`src/rtl/core/modexp_pkg.sv`:
```
// Shared types for the modular exponentiation block.
// Holds the controller state encoding and the command and status bundles
// that pass between controller and datapath. No dependencies.
package modexp_pkg;

  typedef enum logic [2:0] {
    ST_IDLE,
    ST_CHECK,
    ST_MUL_ACC,
    ST_RED_ACC,
    ST_MUL_SQ,
    ST_RED_SQ,
    ST_DONE
  } state_t;

  typedef struct packed {
    logic load;
    logic mul;
    logic sel_acc;
    logic red;
    logic wr_acc;
    logic shift;
  } dp_cmd_t;

  typedef struct packed {
    logic exp_zero;
    logic exp_lsb;
    logic red_last;
  } dp_status_t;

endpackage

```
`src/rtl/core/modexp_ctrl.sv`:
```
// Controller for the modular exponentiation block.
// Sequences multiply, reduce and exponent shift steps; depends on modexp_pkg.
module modexp_ctrl
  import modexp_pkg::*;
(
  input  logic       clk,
  input  logic       rst,
  input  logic       start,
  output logic       busy,
  output logic       done,
  input  dp_status_t status,
  output dp_cmd_t    cmd
);

  state_t state;
  state_t state_next;

  always_ff @(posedge clk) begin
    if (rst) begin
      state <= ST_IDLE;
    end else begin
      state <= state_next;
    end
  end

  always_comb begin
    state_next = state;
    cmd        = '0;
    unique case (state)
      ST_IDLE: begin
        if (start) begin
          cmd.load   = 1'b1;
          state_next = ST_CHECK;
        end
      end
      ST_CHECK: begin
        priority if (status.exp_zero) begin
          state_next = ST_DONE;
        end else if (status.exp_lsb) begin
          state_next = ST_MUL_ACC;
        end else begin
          state_next = ST_MUL_SQ;
        end
      end
      ST_MUL_ACC: begin
        cmd.mul     = 1'b1;
        cmd.sel_acc = 1'b1;
        state_next  = ST_RED_ACC;
      end
      ST_RED_ACC: begin
        cmd.red    = 1'b1;
        cmd.wr_acc = 1'b1;
        if (status.red_last) begin
          state_next = ST_MUL_SQ;
        end
      end
      ST_MUL_SQ: begin
        cmd.mul    = 1'b1;
        state_next = ST_RED_SQ;
      end
      ST_RED_SQ: begin
        cmd.red = 1'b1;
        if (status.red_last) begin
          cmd.shift  = 1'b1;
          state_next = ST_CHECK;
        end
      end
      ST_DONE: begin
        state_next = ST_IDLE;
      end
      default: begin
        state_next = ST_IDLE;
      end
    endcase
  end

  assign busy = (state != ST_IDLE);
  assign done = (state == ST_DONE);

endmodule

```
`src/rtl/core/modexp_dp.sv`:
```
// Datapath for the modular exponentiation block.
// Holds operands, one registered multiplier and a two-bit-per-cycle
// shift-subtract remainder unit; depends on modexp_pkg.
module modexp_dp
  import modexp_pkg::*;
#(
  parameter int EXP_BITS = 63,
  parameter int MOD_BITS = 31
) (
  input  logic                clk,
  input  dp_cmd_t             cmd,
  output dp_status_t          status,
  input  logic [MOD_BITS-1:0] base,
  input  logic [EXP_BITS-1:0] exponent,
  input  logic [MOD_BITS-1:0] modulus,
  output logic [MOD_BITS-1:0] power_mod
);

  localparam int PROD_W = 2 * MOD_BITS;
  localparam int CNT_W  = $clog2(MOD_BITS);

  logic [MOD_BITS-1:0] acc;
  logic [MOD_BITS-1:0] pw;
  logic [MOD_BITS-1:0] m;
  logic [EXP_BITS-1:0] e;
  logic [PROD_W-1:0]   prod;
  logic [MOD_BITS-1:0] r;
  logic [CNT_W-1:0]    cnt;

  logic [MOD_BITS-1:0] mul_a;
  logic [MOD_BITS:0]   mx;
  logic [MOD_BITS:0]   t1;
  logic [MOD_BITS:0]   s1;
  logic [MOD_BITS:0]   t2;
  logic [MOD_BITS:0]   s2;
  logic [MOD_BITS-1:0] r_next;
  logic [MOD_BITS-1:0] red_res;
  logic                red_last;

  assign mul_a    = cmd.sel_acc ? acc : pw;
  assign mx       = {1'b0, m};
  assign t1       = {r, prod[PROD_W-1]};
  assign s1       = (t1 >= mx) ? (t1 - mx) : t1;
  assign t2       = {s1[MOD_BITS-1:0], prod[PROD_W-2]};
  assign s2       = (t2 >= mx) ? (t2 - mx) : t2;
  assign r_next   = s2[MOD_BITS-1:0];
  assign red_res  = (m == '0) ? '0 : r_next;
  assign red_last = (cnt == CNT_W'(MOD_BITS - 1));

  always_ff @(posedge clk) begin
    if (cmd.load) begin
      acc <= MOD_BITS'(1);
      pw  <= base;
      e   <= exponent;
      m   <= modulus;
    end
    if (cmd.mul) begin
      prod <= PROD_W'(mul_a) * PROD_W'(pw);
      r    <= '0;
      cnt  <= '0;
    end
    if (cmd.red) begin
      prod <= {prod[PROD_W-3:0], 2'b00};
      r    <= r_next;
      cnt  <= cnt + CNT_W'(1);
      if (red_last) begin
        if (cmd.wr_acc) begin
          acc <= red_res;
        end else begin
          pw <= red_res;
        end
      end
    end
    if (cmd.shift) begin
      e <= e >> 1;
    end
  end

  assign status.exp_zero = (e == '0);
  assign status.exp_lsb  = e[0];
  assign status.red_last = red_last;
  assign power_mod       = acc;

endmodule

```
`src/rtl/core/modular_exponentiation.sv`:
```
// Top level of the modular exponentiation block.
// Joins modexp_ctrl and modexp_dp; depends on modexp_pkg.
//
// Usage: drive base, exponent and modulus and raise start while busy is
// low; the request is taken at that clock edge and busy stays high until
// the result has been shown. The result on power_mod is marked by done,
// high for exactly one cycle; the receiver cannot stall and must take it.
// Exponent zero returns 1 without reduction; modulus zero returns 0 for a
// nonzero exponent.
// The exponent is scanned from bit 0 up to its highest set bit. For each
// scanned bit the controller passes a check state; when the bit is set,
// it multiplies into the result and reduces, then it squares and reduces.
// The remainder unit takes two quotient bits per cycle over the
// 2*MOD_BITS product. One request is in work at a time. Synchronous
// reset returns the controller to idle and drops any request in work.
module modular_exponentiation
  import modexp_pkg::*;
#(
  parameter int EXP_BITS = 63,
  parameter int MOD_BITS = 31
) (
  input  logic                clk,
  input  logic                rst,
  input  logic                start,
  output logic                busy,
  input  logic [MOD_BITS-1:0] base,
  input  logic [EXP_BITS-1:0] exponent,
  input  logic [MOD_BITS-1:0] modulus,
  output logic                done,
  output logic [MOD_BITS-1:0] power_mod
);

  dp_cmd_t    cmd;
  dp_status_t status;

  modexp_ctrl u_ctrl (
    .clk    (clk),
    .rst    (rst),
    .start  (start),
    .busy   (busy),
    .done   (done),
    .status (status),
    .cmd    (cmd)
  );

  modexp_dp #(
    .EXP_BITS (EXP_BITS),
    .MOD_BITS (MOD_BITS)
  ) u_dp (
    .clk       (clk),
    .cmd       (cmd),
    .status    (status),
    .base      (base),
    .exponent  (exponent),
    .modulus   (modulus),
    .power_mod (power_mod)
  );

endmodule

```
`config.mk`:
```
export PLATFORM = sky130hd
export DESIGN_NAME = modular_exponentiation
export DESIGN_NICKNAME = d
export VERILOG_FILES = /design/src/rtl/core/modexp_pkg.sv /design/src/rtl/core/modexp_ctrl.sv /design/src/rtl/core/modexp_dp.sv /design/src/rtl/core/modular_exponentiation.sv
export SDC_FILE = /design/constraint.sdc
export NUM_CORES = 2
export LEC_CHECK = 0
export BUFFER_PORTS_ARGS = -buffer_cell sky130_fd_sc_hd__buf_2
export CAP_MARGIN = 10
export CELL_PAD_IN_SITES_DETAIL_PLACEMENT = 1
export CELL_PAD_IN_SITES_GLOBAL_PLACEMENT = 2
export CORE_MARGIN = 10
export CORE_UTILIZATION = 42
export DETAILED_ROUTE_END_ITERATION = 10
export HOLD_SLACK_MARGIN = 0.06
export MAX_ROUTING_LAYER = met4
export PLACE_DENSITY_LB_ADDON = 0.1
export SLEW_MARGIN = 25
export SYNTH_ARGS = -nofsm -noshare
export SYNTH_HDL_FRONTEND = slang
export SYNTH_SLANG_ARGS = --single-unit
```
`constraint.sdc`:
```
create_clock -name clk -period 8.9 [get_ports clk]
set_input_delay 1.78 -clock clk [delete_from_list [all_inputs] [get_ports clk]]
set_output_delay 1.78 -clock clk [all_outputs]
set_load 0.01 [all_outputs]
```
## After elaboration in Yosys (flattened, before gate mapping)

Index checks and enable logic that the tools add are counted.

- Magnitude comparators: 2
- Equal/unequal tests: 10
- Add/subtract/negate cells: 3
- $mul: 1
- Reductions and logical operators: 9
- Multiplexer cells: 34

Operators by type and width:

| kind | number |
|---|---|
| $mux W31 | 14 |
| $mux W62 | 4 |
| $ge A32 B31 Y1 | 2 |
| $logic_not A63 Y1 | 1 |
| $mul A31 B31 Y62 | 1 |
| $sub A31 B31 Y31 | 2 |
| $logic_not A31 Y1 | 1 |
| $pmux W3 S6 | 1 |
| $mux W3 | 5 |
| $mux W5 | 2 |
| $eq A3 B3 Y1 const B | 3 |
| $mux W1 | 8 |
| $eq A3 B2 Y1 const B | 2 |
| $add A5 B1 Y5 const B | 1 |
| $eq A5 B5 Y1 const B | 1 |
| $ne A2 B1 Y1 const B | 2 |
| $reduce_bool A2 Y1 | 2 |
| $reduce_or A2 Y1 | 2 |
| $eq A3 B1 Y1 const B | 1 |
| $logic_not A3 Y1 | 1 |
| $reduce_and A3 Y1 | 1 |
| $reduce_bool A3 Y1 | 1 |
| $ne A2 B2 Y1 const B | 1 |

- Register bits after elaboration: 257
- Output and inout port bits: 33
- Input bits: 128

## Depth between registers and ports, before layout

- Word-level depth: 8
- Depth in mapped cells: 33

## By module

A second synthesis with hierarchy kept.

- Cell total of the unflattened synthesis: 4834
- Area total of the unflattened synthesis: 45651.3 um^2

Modules (own cells, without submodules):

| module | area each (um^2) | cells an instance | instances |
|---|---|---|---|
| modexp_dp | 45436.1 | 4803 | 1 |
| modexp_ctrl | 215.2 | 31 | 1 |

## Worst setup path after synthesis

Ideal clock, no wire load.

- Path type: register to register
- Start point: register u_ctrl.state[0]
- End point: register u_dp.prod[50], data pin
- Period minus slack after synthesis: 8.228 ns
- Library setup time: 0.135 ns
- Path buffers: 3
- Path slack: 0.672 ns
- Arrival: 8.093 ns
- Cell stages (with the launch flop): 31
- Cell sequence: dfxtp_1 -> nor2_1 -> nand2_1 -> clkbuf_1 -> mux2_2 -> clkbuf_1 -> and2_1 -> fa_1 -> fa_1 -> fa_1 -> inv_1 -> fa_1 -> inv_1 -> fa_1 -> inv_1 -> fa_1 -> inv_1 -> fa_1 -> fa_1 -> ha_1 -> clkbuf_1 -> a21oi_1 -> o21bai_1 -> a21o_1 -> a221o_1 -> a21oi_1 -> nand3b_1 -> a41o_1 -> o21ai_0 -> or4b_2 -> nand3_1

- Word-level cells in the longest chain between the ends: 6
- Elaborated cells between the ends (all ways): 10
- Those cells by class: 1 x mul; 3 x eq/ne; 5 x mux; 1 x reduce/logical

RTL lines:

| item | RTL line | text |
|---|---|---|
| from (decl) | modexp_ctrl.sv:15 | `state_t state;` |
| from (signal assigned) | modexp_ctrl.sv:22 | `state <= state_next;` |
| $eq A3 B2 Y1 | modexp_ctrl.sv:29 | `unique case (state)` |
| $mux W1 | modexp_ctrl.sv:29 |  |
| $mux W31 | modexp_dp.sv:40 | `assign mul_a = cmd.sel_acc ? acc : pw;` |
| $mul A31 B31 Y62 | modexp_dp.sv:58 | `prod <= PROD_W'(mul_a) * PROD_W'(pw);` |
| $mux W62 | modexp_dp.sv:57 | `if (cmd.mul) begin` |
| $mux W62 (*) | modexp_dp.sv:62 | `if (cmd.red) begin` |
| to (signal assigned) | modexp_dp.sv:58 |  |
| to (signal assigned) | modexp_dp.sv:63 | `prod <= {prod[PROD_W-3:0], 2'b00};` |
| to (decl) | modexp_dp.sv:26 | `logic [PROD_W-1:0] prod;` |

Mark *: on every way between the ends. The rest lies on a longest branch, timed or not. The select of a mux whose other input is x is not followed.
A chain may end at the register's enable or synchronous reset.

## Worst setup path after layout

- Start point: register u_ctrl.state[2]
- End point: register u_dp.prod[50], data pin

Same word-level chain as after synthesis.

==> metrics <==
Max Cap Violations 0; Achievable Freq 116.5 MHz; Placed Instance Area 0.04823 sq mm; syn nets 6249; Synth Area in Compound Gates between 7 and 8%; Starting Density 42.29%; Final Hold Viols 0; Synth Warn # 0; outcome completed; CP peak stage delay 0.62 ns; FFs w/ async S/R, synth 0%; Seq/Total Area, Yosys around 16%; grt total ovfl 0; critical-path maximum fanout 23; Syn Std Cell Area 0.04527 sq mm; flops & latches, synth 257; number of global-route vias before repair between 30000 and 40000; post-DP HPWL 129200 microns; core area 0.1071 sq mm; actual slew at the worst max-slew pin 0.9937 ns; pin count of the biggest net entering global routing 96; largest cells by area after synthesis fa_1, edfxtp_1, ha_1, inv_1, and2_1; worst hold margin 0.4643 ns; share of cells above drive strength 1 9.692%; global-route wire length before repair 241500 microns; clk root buf clkbuf_16; Required @ worst endpoint approximately 9.3 ns; filler cell count 12380; CP max-delay cell or4b_2; commonest non-fill, non-tap cell in the layout fa_1; Post-Syn Area per Cell around 9 sq um; routed wire length per instance 24.29 microns; CTS HTree Levels 2; final setup TNS 0 ns; I/O pin total 161; Sequential Area between 0.007 and 0.008 sq mm; post-synthesis mux area share approximately 1.9%; setup violators final 0; Via-to-Cell Ratio roughly 5.4; worst hold path class reg2reg; most frequent cells in the layout fa_1, inv_1, nand2_1; Synth Area in XOR/XNOR 2.147%; die area 0.1213 sq mm; main combinational cell family by area after synthesis adder cells; DR iter-0 viols 2255; CP dominant cell by count fa_1; clock-pin slew on the worst setup and hold paths 0.06 ns; crit path kind reg2reg; routed wire length 157900 microns; final slew viol count 0; hold buffers post-CTS 0; clock skew 0.01999 ns; multi-input logic area approximately 0.034 sq mm; Layout area overhead 10.09%; Synth area leader fa_1; Placer Congestion 0.8996; Num CTS Buffers 34; Detail Route Antenna Nets 0; DR DRC count 0; Synth top area share between 30% and 40%; row cnt 120; Design Area, Final roughly 0.05 sq mm; Max Root-Sink Buffers 3; simple-gate area share of the yosys netlist approximately 17%; Distinct cells, synth 73; Bufs and invs on worst path 4; EDFF count, synth 189; clock sinks 257; Die Wd 348.3 microns; worst endpoint data arrival time roughly 9 ns; Slew headroom around a third; GRT Util Overall between 20% and 30%; Layout Nets 6358; ys flop type edfxtp_1; min cycle time layout 8.580 ns; nature of the critical path endpoint flip-flop; Top Family by Delay on Critical Path adder cells; Post-Syn Instances 4963; Tcrit/Tclk final a little over nine tenths; Adder-Cell Fraction of Synth Area 45.92%; later-pin clock latency in the skew report a little under 0.6 ns; Pre-antenna DRT Iters 7; CP Launch Type flip-flop; via count around 35000; initial antenna violation count 12; Port Buffer Count 160; CTS tree yes; Die Ht 348.3 microns
[cell type report]
type / instances / area share, %
Antenna cell: 3 / 0.01506
Clock buffer: 38 / 1.757
Inverter: 834 / 6.286
Timing Repair Buffer: 352 / 4.833
Sequential cell: 257 / 14.12
Tap cell: 1403 / 3.522
Clock inverter: 23 / 0.6276
Multi-Input combinational cell: 3593 / 68.84
[per-stage QoR]
step	setup WS, ns	cells	util (%)
global route	-0.009771	6502	46.55
CTS	0.01836	6480	46.17
global placement	0.1123	6419	45.06
finish	0.3199	6503	46.56
detailed placement	0.03453	6419	45.06
floorplan	0.6721	4963	-
[worst paths after layout]
kind                                                   start                        end  slack, ns  depth (start not counted)
worst min-delay path               u_dp.prod[1]$_SDFFE_PN0P_  u_dp.prod[1]$_SDFFE_PN0P_       0.46                          2
worst max register to register  u_ctrl.state[2]$_SDFFE_PP0P_    u_dp.prod[50]$_DFFE_PP_       0.32                         28
worst min register to register     u_dp.prod[1]$_SDFFE_PN0P_  u_dp.prod[1]$_SDFFE_PN0P_       0.46                          2
worst max-delay path            u_ctrl.state[2]$_SDFFE_PP0P_    u_dp.prod[50]$_DFFE_PP_       0.32                         28
[synthesized netlist by cell type, types with 18 or more instances]
library cell    n
o21a_1         22
and3_1         20
a21oi_1       185
nor3_1         26
mux2i_1        48
nand2_1       806
nor2_1        178
o22ai_1        30
ha_1          319
a21o_1         65
and2_1        492
xor2_1         43
o21ai_1        18
mux2_2         35
clkbuf_1      264
edfxtp_1      189
o21bai_1       20
fa_1          839
xnor2_1        68
dfxtp_1        68
inv_1         832
nand3_1        27
nand4_1        27
o21ai_0       143
nor4_1         28
[worst reg2reg max path, delay by kind of cell, from the launching register on]
kind	cells	cell delay, ns
AO/OA/AOI/OAI	9	1.51
adder cells (fa/ha/maj)	9	4.49
buffers and inverters	4	0.45
flip-flops	1	0.32
multiplexers	1	0.47
AND/OR/NAND/NOR	5	1.19
[sequential cells by signal (all words and copies together), names as in the netlist]
| signal | count |
|---|---|
| u_dp.power_mod | 31 |
| u_dp.m | 31 |
| u_ctrl.state | 3 |
| u_dp.cnt | 5 |
| u_dp.r | 31 |
| u_dp.prod | 62 |
| u_dp.pw | 31 |
| u_dp.e | 63 |
[what timing repair did]
item,CTS,global route
cloned,0,5
pin swaps,0,11
buffers inserted,0,15
endpoints found under the setup margin,5,24
resized for setup,1,62
[logic make-up (layout without fill, tap and decap cells)]
logic type,count (synthesis),after routing
and+or+nand+nor,1655,1655
other,0,3
muxes,83,87
buffers and inverters,1117,1247
adders and majority gates,1158,1158
xor gates and xnor gates,111,111
AOI/OAI and AO/OA,582,582
DFF,257,257
[layer usage]
metal  share of wire (%)  vias to the layer above  GRT usage [%]
li1                    -                    15640              -
met1                  46                    18270          36.59
met2                  45                      873          41.25
met3                 6.6                      156          5.550
met4                 2.4                        0          5.968
met5                   0                        -              -
Power is not shown: default switching activity piles up to over one toggle a cycle in this logic, so the estimate is an artifact.
